### src/sv/sue_pkg.sv
// Shared types and constants for the string unescape / UTF-8 encoder.
package sue_pkg;

	// Most result beats one input byte can cause
	localparam int MaxRes  = 7;
	localparam int ResIdxW = $clog2(MaxRes);

	// Command queue between front and back
	localparam int QDepth = 4;
	localparam int QPtrW  = $clog2(QDepth);
	localparam int QCntW  = $clog2(QDepth + 1);

	// Raw digits kept for replay of a broken escape
	localparam int BufDepth = 5;
	localparam int BufIdxW  = $clog2(BufDepth);

	typedef logic [7:0] byte_t;

	// One queued command: the result beats of one accepted input beat
	typedef struct packed {
		byte_t [MaxRes-1:0]   bytes;     // result bytes, slot 0 goes out first
		logic  [ResIdxW-1:0]  cnt;       // number of result beats, 1..MaxRes
		logic                 has_data;  // 0 for a bare end marker
		logic                 last;      // command closes the string
	} res_entry_t;

	// Queue head as seen by the back end
	typedef struct packed {
		res_entry_t entry;
		logic       valid;
	} q_head_t;

	// Characters of interest
	localparam byte_t ChBackslash = 8'h5C;
	localparam byte_t ChZero      = 8'h30;
	localparam byte_t ChOne       = 8'h31;
	localparam byte_t ChNine      = 8'h39;
	localparam byte_t ChLowA      = 8'h61;
	localparam byte_t ChLowF      = 8'h66;
	localparam byte_t ChUpA       = 8'h41;
	localparam byte_t ChUpF       = 8'h46;
	localparam byte_t ChLowB      = 8'h62;
	localparam byte_t ChLowE      = 8'h65;
	localparam byte_t ChLowN      = 8'h6E;
	localparam byte_t ChLowR      = 8'h72;
	localparam byte_t ChLowT      = 8'h74;
	localparam byte_t ChLowV      = 8'h76;
	localparam byte_t ChLowX      = 8'h78;
	localparam byte_t ChLowU      = 8'h75;
	localparam byte_t ChUpU       = 8'h55;

	// Control bytes produced by simple escapes
	localparam byte_t CtlNul = 8'h00;
	localparam byte_t CtlBel = 8'h07;
	localparam byte_t CtlBs  = 8'h08;
	localparam byte_t CtlTab = 8'h09;
	localparam byte_t CtlLf  = 8'h0A;
	localparam byte_t CtlVt  = 8'h0B;
	localparam byte_t CtlFf  = 8'h0C;
	localparam byte_t CtlCr  = 8'h0D;
	localparam byte_t CtlEsc = 8'h1B;

endpackage

### src/sv/sue_front.sv
// Front end: parses escapes and turns each input beat that yields results, or ends a string, into one queued command.
module sue_front import sue_pkg::*; (
	input  logic       clk,
	input  logic       arst_n,
	input  logic       in_valid,
	output logic       in_ready,
	input  byte_t      in_char,
	input  logic       in_last,
	input  logic       q_full,
	output logic       q_push,
	output res_entry_t q_entry
);

	typedef enum logic [1:0] {HexNone, HexX, HexU, HexBigU} hex_kind_t;

	hex_kind_t     kind_q;
	logic          bs_q;
	logic [2:0]    ds_q;
	logic [20:0]   cp_q;
	byte_t         buf_q [BufDepth];

	logic          accept;
	logic          is_hex;
	logic [3:0]    hv;
	logic          dig_ok;
	logic          in_hex;
	logic          ok;
	logic          brk;
	logic [2:0]    need;
	logic [2:0]    ds_inc;
	logic          done;
	logic [20:0]   new_cp;
	byte_t         u_bytes [4];
	logic [2:0]    u_cnt;
	logic          norm_emit;
	byte_t         norm_byte;
	logic          bs_next;
	hex_kind_t     start_kind;
	logic          ab_list;
	byte_t         tail_byte;
	logic          tail_pres;
	byte_t [MaxRes-1:0] slots;
	logic [ResIdxW-1:0] cnt;

	assign in_ready = !q_full;
	assign accept   = in_valid && in_ready;

	// Hex digit value of the incoming byte
	always_comb begin
		is_hex = 1'b0;
		hv     = 4'd0;
		if (in_char >= ChZero && in_char <= ChNine) begin
			is_hex = 1'b1;
			hv     = in_char[3:0];
		end else if ((in_char >= ChLowA && in_char <= ChLowF) ||
		             (in_char >= ChUpA && in_char <= ChUpF)) begin
			is_hex = 1'b1;
			hv     = in_char[3:0] + 4'd9;
		end
	end

	// Digit acceptance; \U is limited to 0x10FFFF by its first two digits
	always_comb begin
		dig_ok = is_hex;
		if (kind_q == HexBigU) begin
			if (ds_q == 3'd0 && in_char != ChZero && in_char != ChOne)
				dig_ok = 1'b0;
			if (ds_q == 3'd1 && buf_q[0] == ChOne && in_char != ChZero)
				dig_ok = 1'b0;
		end
	end

	always_comb begin
		unique case (kind_q)
			HexX:    need = 3'd2;
			HexU:    need = 3'd4;
			default: need = 3'd6;
		endcase
	end

	assign in_hex = (kind_q != HexNone);
	assign ok     = in_hex && dig_ok;
	assign brk    = in_hex && !dig_ok;
	assign ds_inc = ds_q + 3'd1;
	assign done   = ok && (ds_inc >= need);
	assign new_cp = {cp_q[16:0], hv};

	// UTF-8 encoding of the completed code point
	always_comb begin
		u_bytes[0] = 8'h00;
		u_bytes[1] = 8'h00;
		u_bytes[2] = 8'h00;
		u_bytes[3] = 8'h00;
		if (new_cp < 21'h80) begin
			u_cnt      = 3'd1;
			u_bytes[0] = new_cp[7:0];
		end else if (new_cp < 21'h800) begin
			u_cnt      = 3'd2;
			u_bytes[0] = 8'hC0 | {3'b000, new_cp[10:6]};
			u_bytes[1] = 8'h80 | {2'b00, new_cp[5:0]};
		end else if (new_cp < 21'h10000) begin
			u_cnt      = 3'd3;
			u_bytes[0] = 8'hE0 | {4'b0000, new_cp[15:12]};
			u_bytes[1] = 8'h80 | {2'b00, new_cp[11:6]};
			u_bytes[2] = 8'h80 | {2'b00, new_cp[5:0]};
		end else if (new_cp < 21'h110000) begin
			u_cnt      = 3'd4;
			u_bytes[0] = 8'hF0 | {5'b00000, new_cp[20:18]};
			u_bytes[1] = 8'h80 | {2'b00, new_cp[17:12]};
			u_bytes[2] = 8'h80 | {2'b00, new_cp[11:6]};
			u_bytes[3] = 8'h80 | {2'b00, new_cp[5:0]};
		end else begin
			u_cnt = 3'd0;
		end
	end

	// Ordinary byte handling, plain or after a backslash
	always_comb begin
		norm_emit  = 1'b0;
		norm_byte  = in_char;
		bs_next    = bs_q;
		start_kind = HexNone;
		if (!bs_q) begin
			if (in_char == ChBackslash)
				bs_next = 1'b1;
			else
				norm_emit = 1'b1;
		end else begin
			bs_next   = 1'b0;
			norm_emit = 1'b1;
			unique case (in_char)
				ChLowA:  norm_byte = CtlBel;
				ChLowB:  norm_byte = CtlBs;
				ChLowE:  norm_byte = CtlEsc;
				ChLowF:  norm_byte = CtlFf;
				ChLowN:  norm_byte = CtlLf;
				ChLowR:  norm_byte = CtlCr;
				ChLowT:  norm_byte = CtlTab;
				ChLowV:  norm_byte = CtlVt;
				ChZero:  norm_byte = CtlNul;
				ChLowX: begin
					norm_emit  = 1'b0;
					start_kind = HexX;
				end
				ChLowU: begin
					norm_emit  = 1'b0;
					start_kind = HexU;
				end
				ChUpU: begin
					norm_emit  = 1'b0;
					start_kind = HexBigU;
				end
				default: norm_byte = in_char;
			endcase
		end
	end

	// Replay list: NUL, buffered digits, then the tail byte
	assign ab_list   = brk || (ok && !done && in_last);
	assign tail_byte = ok ? in_char : norm_byte;
	assign tail_pres = ok ? 1'b1 : norm_emit;

	// Assemble the result slots of this beat
	always_comb begin
		slots = '0;
		cnt   = '0;
		if (ab_list) begin
			slots[0] = CtlNul;
			for (int k = 1; k < BufDepth + 1; k++) begin
				if (ResIdxW'(k) <= ResIdxW'(ds_q))
					slots[k] = buf_q[k-1];
				else if (ResIdxW'(k) == ResIdxW'(ds_q) + ResIdxW'(1))
					slots[k] = tail_byte;
			end
			if (ds_q == 3'(BufDepth))
				slots[MaxRes-1] = tail_byte;
			cnt = ResIdxW'(ds_q) + ResIdxW'(1) + ResIdxW'(tail_pres);
		end else if (done) begin
			for (int k = 0; k < 4; k++)
				slots[k] = u_bytes[k];
			cnt = ResIdxW'(u_cnt);
		end else if (!in_hex) begin
			if (start_kind != HexNone && in_last) begin
				slots[0] = CtlNul;
				cnt      = ResIdxW'(1);
			end else begin
				slots[0] = norm_byte;
				cnt      = ResIdxW'(norm_emit);
			end
		end
	end

	// Command to the queue; a silent last beat becomes a bare marker
	always_comb begin
		q_entry.bytes    = slots;
		q_entry.cnt      = cnt;
		q_entry.has_data = 1'b1;
		q_entry.last     = in_last;
		if (in_last && cnt == '0) begin
			q_entry.bytes    = '0;
			q_entry.cnt      = ResIdxW'(1);
			q_entry.has_data = 1'b0;
		end
	end

	assign q_push = accept && (q_entry.cnt != '0);

	// Parser state
	always_ff @(posedge clk or negedge arst_n) begin
		if (!arst_n) begin
			kind_q <= HexNone;
			bs_q   <= 1'b0;
			ds_q   <= 3'd0;
			cp_q   <= '0;
		end else if (accept) begin
			if (in_last) begin
				kind_q <= HexNone;
				bs_q   <= 1'b0;
				ds_q   <= 3'd0;
				cp_q   <= '0;
			end else if (ok) begin
				if (done) begin
					kind_q <= HexNone;
					ds_q   <= 3'd0;
					cp_q   <= '0;
				end else begin
					ds_q <= ds_inc;
					cp_q <= new_cp;
				end
			end else begin
				bs_q <= bs_next;
				if (start_kind != HexNone) begin
					kind_q <= start_kind;
					ds_q   <= 3'd0;
					cp_q   <= '0;
				end else if (brk) begin
					kind_q <= HexNone;
					ds_q   <= 3'd0;
					cp_q   <= '0;
				end
			end
		end
	end

	// Raw digit buffer, no reset
	always_ff @(posedge clk) begin
		if (accept && ok && !done && ds_q < 3'(BufDepth))
			buf_q[ds_q[BufIdxW-1:0]] <= in_char;
	end

endmodule

### src/sv/sue_queue.sv
// Short command queue that decouples the parser from the output drain.
module sue_queue import sue_pkg::*; (
	input  logic       clk,
	input  logic       arst_n,
	input  logic       push,
	input  res_entry_t push_entry,
	output logic       full,
	input  logic       pop,
	output q_head_t    head
);

	res_entry_t        mem_q [QDepth];
	logic [QPtrW-1:0]  wr_q;
	logic [QPtrW-1:0]  rd_q;
	logic [QCntW-1:0]  cnt_q;

	assign full       = (cnt_q == QCntW'(QDepth));
	assign head.valid = (cnt_q != '0);
	assign head.entry = mem_q[rd_q];

	// Pointers and fill count
	always_ff @(posedge clk or negedge arst_n) begin
		if (!arst_n) begin
			wr_q  <= '0;
			rd_q  <= '0;
			cnt_q <= '0;
		end else begin
			if (push)
				wr_q <= wr_q + QPtrW'(1);
			if (pop)
				rd_q <= rd_q + QPtrW'(1);
			if (push && !pop)
				cnt_q <= cnt_q + QCntW'(1);
			else if (pop && !push)
				cnt_q <= cnt_q - QCntW'(1);
		end
	end

	// Storage
	always_ff @(posedge clk) begin
		if (push)
			mem_q[wr_q] <= push_entry;
	end

	a_no_overflow: assert property (@(posedge clk) disable iff (!arst_n)
		!(push && full && !pop))
		else $error("command pushed into full queue");

	a_no_underflow: assert property (@(posedge clk) disable iff (!arst_n)
		pop |-> head.valid)
		else $error("command popped from empty queue");

	a_cnt_range: assert property (@(posedge clk) disable iff (!arst_n)
		cnt_q <= QCntW'(QDepth))
		else $error("queue fill count out of range");

endmodule

### src/sv/sue_back.sv
// Back end: drains queued commands one result beat at a time into the output register.
module sue_back import sue_pkg::*; (
	input  logic    clk,
	input  logic    arst_n,
	input  q_head_t head,
	output logic    pop,
	output logic    out_valid,
	input  logic    out_ready,
	output byte_t   out_byte,
	output logic    out_has_data,
	output logic    out_run_last,
	output logic    out_str_end
);

	logic [ResIdxW-1:0] idx_q;
	logic               valid_q;
	byte_t              byte_q;
	logic               has_data_q;
	logic               run_last_q;
	logic               str_end_q;
	logic               load;
	logic               fin;

	assign load = head.valid && (!valid_q || out_ready);
	assign fin  = (idx_q == head.entry.cnt - ResIdxW'(1));
	assign pop  = load && fin;

	// Slot index and output valid
	always_ff @(posedge clk or negedge arst_n) begin
		if (!arst_n) begin
			idx_q   <= '0;
			valid_q <= 1'b0;
		end else begin
			if (load)
				idx_q <= fin ? '0 : idx_q + ResIdxW'(1);
			if (load)
				valid_q <= 1'b1;
			else if (out_ready)
				valid_q <= 1'b0;
		end
	end

	// Output payload
	always_ff @(posedge clk) begin
		if (load) begin
			byte_q     <= head.entry.bytes[idx_q];
			has_data_q <= head.entry.has_data;
			run_last_q <= fin;
			str_end_q  <= fin && head.entry.last;
		end
	end

	assign out_valid    = valid_q;
	assign out_byte     = byte_q;
	assign out_has_data = has_data_q;
	assign out_run_last = run_last_q;
	assign out_str_end  = str_end_q;

	a_idx_in_range: assert property (@(posedge clk) disable iff (!arst_n)
		head.valid |-> (idx_q < head.entry.cnt))
		else $error("slot index beyond command length");

	a_idx_needs_head: assert property (@(posedge clk) disable iff (!arst_n)
		(idx_q != '0) |-> head.valid)
		else $error("partly drained command vanished from queue");

	a_end_is_run_last: assert property (@(posedge clk) disable iff (!arst_n)
		(valid_q && str_end_q) |-> run_last_q)
		else $error("string end beat not marked as run end");

endmodule

### src/sv/string_unescape_utf8_encoder.sv
// Top level of the string unescape / UTF-8 encoder.
//
//  channel | dir | handshake          | payload
//  --------+-----+--------------------+------------------------------------------
//  s_      | in  | s_tvalid/s_tready  | tdata char_in[7:0], tlast last_char
//  m_      | out | m_tvalid/m_tready  | tdata byte_out[7:0], tlast run_last,
//          |     |                    | tuser {string_end, byte_valid}
//
// One input byte is taken per cycle while the command queue (4 entries) has room.
// Each input beat yields 0..7 result beats, drained by the back end at one beat per
// cycle while m_tready is high; an accepted byte passes through the queue storage
// and the output register before its first result beat appears.
// Asynchronous active-low reset clears parser state, queue and output valid.
// Output stalls fill the queue; the input stalls only when the queue is full.
module string_unescape_utf8_encoder import sue_pkg::*; (
	input  logic       clk,
	input  logic       arst_n,
	input  logic       s_tvalid,
	output logic       s_tready,
	input  logic [7:0] s_tdata,   // [7:0] char_in
	input  logic       s_tlast,
	output logic       m_tvalid,
	input  logic       m_tready,
	output logic [7:0] m_tdata,   // [7:0] byte_out
	output logic       m_tlast,
	output logic [1:0] m_tuser    // [0] byte_valid, [1] string_end
);

	logic       q_full;
	logic       q_push;
	logic       q_pop;
	res_entry_t q_entry;
	q_head_t    q_head;
	logic       has_data;
	logic       str_end;

	sue_front u_front (
		.clk      (clk),
		.arst_n   (arst_n),
		.in_valid (s_tvalid),
		.in_ready (s_tready),
		.in_char  (s_tdata),
		.in_last  (s_tlast),
		.q_full   (q_full),
		.q_push   (q_push),
		.q_entry  (q_entry)
	);

	sue_queue u_queue (
		.clk        (clk),
		.arst_n     (arst_n),
		.push       (q_push),
		.push_entry (q_entry),
		.full       (q_full),
		.pop        (q_pop),
		.head       (q_head)
	);

	sue_back u_back (
		.clk          (clk),
		.arst_n       (arst_n),
		.head         (q_head),
		.pop          (q_pop),
		.out_valid    (m_tvalid),
		.out_ready    (m_tready),
		.out_byte     (m_tdata),
		.out_has_data (has_data),
		.out_run_last (m_tlast),
		.out_str_end  (str_end)
	);

	assign m_tuser = {str_end, has_data};

endmodule

### config.mk
export PLATFORM = sky130hd
export DESIGN_NAME = string_unescape_utf8_encoder
export DESIGN_NICKNAME = d
export VERILOG_FILES = /design/src/sv/sue_pkg.sv /design/src/sv/sue_front.sv /design/src/sv/sue_queue.sv /design/src/sv/sue_back.sv /design/src/sv/string_unescape_utf8_encoder.sv
export SDC_FILE = /design/constraint.sdc
export NUM_CORES = 1
export LEC_CHECK = 0
export BUFFER_PORTS_ARGS = -buffer_cell sky130_fd_sc_hd__buf_2
export CAP_MARGIN = 20
export CORE_ASPECT_RATIO = 0.9
export CORE_MARGIN = 3
export CORE_UTILIZATION = 30
export DETAILED_ROUTE_END_ITERATION = 6
export REMOVE_ABC_BUFFERS = 1
export SYNTH_ARGS = -nofsm -noshare
export SYNTH_HDL_FRONTEND = slang
export SYNTH_HIERARCHICAL = 1
export SYNTH_SLANG_ARGS = --single-unit
### constraint.sdc
create_clock -name clk -period 10 [get_ports clk]
set_input_delay 2 -clock clk [delete_from_list [all_inputs] [get_ports clk]]
set_output_delay 2 -clock clk [all_outputs]
set_load 0.01 [all_outputs]
==> metrics.yaml <==
status: "finished, violations left"
failed_checks: "design-rule violations"
power_frac_clock: 0.305
drcViolationCount: 3
ff2ff_path_depth: 12
endpoint: "u_queue/mem_q[2][59]$_DFFE_PP_"
fill_cells: 4698
drive_above_1_share: 0.1871
syn_inst: 972
finalWirelength_um: 36210
relSlewSlack: 0.3005
crit_path_start: "s_tdata[0]"
initial_core_util: 0.3042
swShare: 0.2844
core_sq_um: 49230
path_clk_slew_ns: 0.06
hold_class: "reg2reg"
dpl-instance-area_sq_um: 15710
yosysWarnings: 6
postCtsHoldBufs: 0
tightestPinTransition_ns: 1.049
fin_nets: 1029
synth_top_area_frac: 0.5915
wl_per_cell_um: 21.40
yosysMostFrequentCell: "edfxtp_1"
port_buffers: 25
final_area_sq_um: 16840
finalMaxSlewViolations: 0
timing.hold.ws_ns: 0.4888
rr_startpoint: "u_front/ds_q[0]$_DFFE_PN0P_"
cts_setup_buffers: 0
area_growth_pct: 12.45
finalCriticalPeriod_ns: 5.509
insertion_delay_ns: 0.52
p_per_area_nw_per_um2: 245.8
ys_seq_area_frac: 0.6483
die_x_um: 241.5
drv_cap: 0
start_kind: "input port"
finalSetupViolCount: 0
tns_ns: 0
p_switching_uw: 1177
required_ns: 10.14
synth_async_sr_flop_share: 0.1033
combPwrFrac: 0.242
critical_path_class: "in2reg"
dr_total_vias: 8789
cts_buffer_depth: 3
cts_buffers: 36
synth.area.top_cells: "edfxtp_1 59%, mux4_2 9.9%, dfrtp_1 5.7%"
diodes: 0
drt-pass1-iter-count: 7
dieArea_sq_um: 52640
grt-ovfl-total: 0
grt_pass1_vias: 8922
num_rows: 77
pwr-share-seq: 0.454
fin_skew_ns: 0.02393
rsz0062_at_grt: "false"
avgSynthCellArea_sq_um: 15.41
syn_area_sq_um: 14980
ir_worst_vdd_uv: 122.0
worstPathArrival_ns: 5.65
via_per_inst: 5.194
synth-edff-count: 295
power.internal_uw: 2963
r2r_slack_ns: 5.10
timing.rr.end: "u_queue/mem_q[2][59]$_DFFE_PP_"
cts_tree: "built"
max_freq_mhz: 181.5
yosys.area.top_type: "edfxtp_1"
htreeDepth: 2
gp_congestion: 0.9426
slowest_stage: "buf_4"
postRouteAntennaNets: 0
grt_first_pass_wirelength_um: 55600
cts_resized: 0
ys.flop_type: "edfxtp_1"
grt_max_degree: 62
die_y_um: 218.0
yosys-top-cells-count: "295 x edfxtp_1, 85 x nor2_1, 66 x mux4_2"
cp_slowest_stage_delay_ns: 0.76
hold_viol_final: 0
pin_count: 26
critPathMaxFanout: 61
leakage_uw: 0.005666
grt_usage: 0.1363
setup.worst_path.end_class: "flip-flop"
dp_hpwl_um: 22260
fin_crit_sh: 0.5509
drt_iter0_markers: 861
antenna_found_initial: 1
crit_chain: "buf_2 -> inv_1 -> ha_1 -> nand2b_1 -> o311ai_0 -> a21oi_2 -> o21ai_4 -> o22ai_1 -> o31a_1 -> and2_2 -> buf_4"
cts-root-buf: "clkbuf_16"
clock_sinks: 329
ys_seq_elements: 329
fin_util: 0.3421
yosysUniqueCellTypes: 82
[worst max-delay path: cells and delay by family]
kind,cells,cell delay [ns]
AO/OA/AOI/OAI,5,1.77
adder cells (fa/ha/maj),1,0.31
buffers and inverters,3,1.15
AND/OR/NAND/NOR,2,0.29
[power by group through the flow]
| stage | combinational (uW) | sequential (uW) | clock, uW |
|---|---|---|---|
| 2_1_floorplan | 642 | 1970 | 0 |
| 3_3_place_gp | 1020 | 1900 | 0 |
| 3_5_place_dp | 1020 | 1910 | 0 |
| 4_1_cts | 1030 | 1890 | 1290 |
| 5_1_grt | 1090 | 1910 | 1340 |
| 6_report | 1000 | 1880 | 1260 |
[final cells by class]
cell class              instances  area (sq um)  share of cell area
well taps                     671         839.6             0.04986
clock buffers                  46         969.7             0.05758
repair buffers                 42         252.7             0.01501
clock inverters                20         160.2            0.009510
multi-input cells             558          4805              0.2853
flip-flops and latches        329          9716              0.5769
inverters                      26         97.59            0.005795
[how the worst min path moves through the flow]
stage	startpoint	to	slack [ns]	cells after the start
after floorplan	u_queue/cnt_q[2]$_DFFE_PN0P_	u_queue/cnt_q[2]$_DFFE_PN0P_	0.45	1
after global placement	u_queue/cnt_q[2]$_DFFE_PN0P_	u_queue/cnt_q[2]$_DFFE_PN0P_	0.47	1
after detailed placement	u_queue/cnt_q[2]$_DFFE_PN0P_	u_queue/cnt_q[2]$_DFFE_PN0P_	0.47	1
after CTS	u_queue/cnt_q[2]$_DFFE_PN0P_	u_queue/cnt_q[2]$_DFFE_PN0P_	0.49	1
after global routing	u_queue/cnt_q[2]$_DFFE_PN0P_	u_queue/cnt_q[2]$_DFFE_PN0P_	0.50	1
final	u_queue/cnt_q[2]$_DFFE_PN0P_	u_queue/cnt_q[2]$_DFFE_PN0P_	0.49	1
[placed cells by master (no fill, tap or decap), drive strengths merged, types with 21 or more instances in the layout]
cell type  netlist  final
edfxtp         295    295
nor2            85     85
mux4            69     69
nand2           50     50
clkbuf          27     46
a21oi           44     44
buf             32     42
o21ai           36     36
dfrtp           34     34
inv             25     27
a22oi           26     26
ha              22     22
a22o            21     21
[through the flow]
| stage | total power (uW) | setup slack (ns) | std cells |
|---|---|---|---|
| 3_5_place_dp | 2937 | 4.001 | 1626 |
| 2_1_floorplan | 2608 | 4.199 | 913 |
| 6_report | 4140 | 4.491 | 1692 |
| 5_1_grt | 4342 | 4.192 | 1692 |
| 3_3_place_gp | 2919 | 4.073 | 1626 |
| 4_1_cts | 4207 | 4.517 | 1692 |
[registers in the layout, summed over array words and instances (netlist names), 2 cells and up]
register / count
u_queue/wr_q: 2
u_back/idx_q: 3
u_queue/cnt_q: 3
u_queue/rd_q: 2
u_front/cp_q: 17
u_front/buf_q: 40
u_back/out_byte: 8
u_front/kind_q: 2
u_queue/mem_q: 244
u_front/ds_q: 3
[cell families after synthesis]
logic type               share of synthesized area
flip-flops                                  0.6483
XOR/XNOR                                  0.008522
AND/OR/NAND/NOR                            0.07820
buffers and inverters                      0.03275
adder cells (fa/ha/maj)                    0.01972
multiplexers                                0.1204
AO/OA/AOI/OAI                              0.09207
[routing by layer]
metal	global-route usage	wire (um)	vias up
met1	0.1862	15930	4514
met3	0.02619	2453	65
met4	0.03607	840	2
met5	0	13	-
li1	-	-	3884
met2	0.2240	16970	324
(Power assumes the default switching activity.)
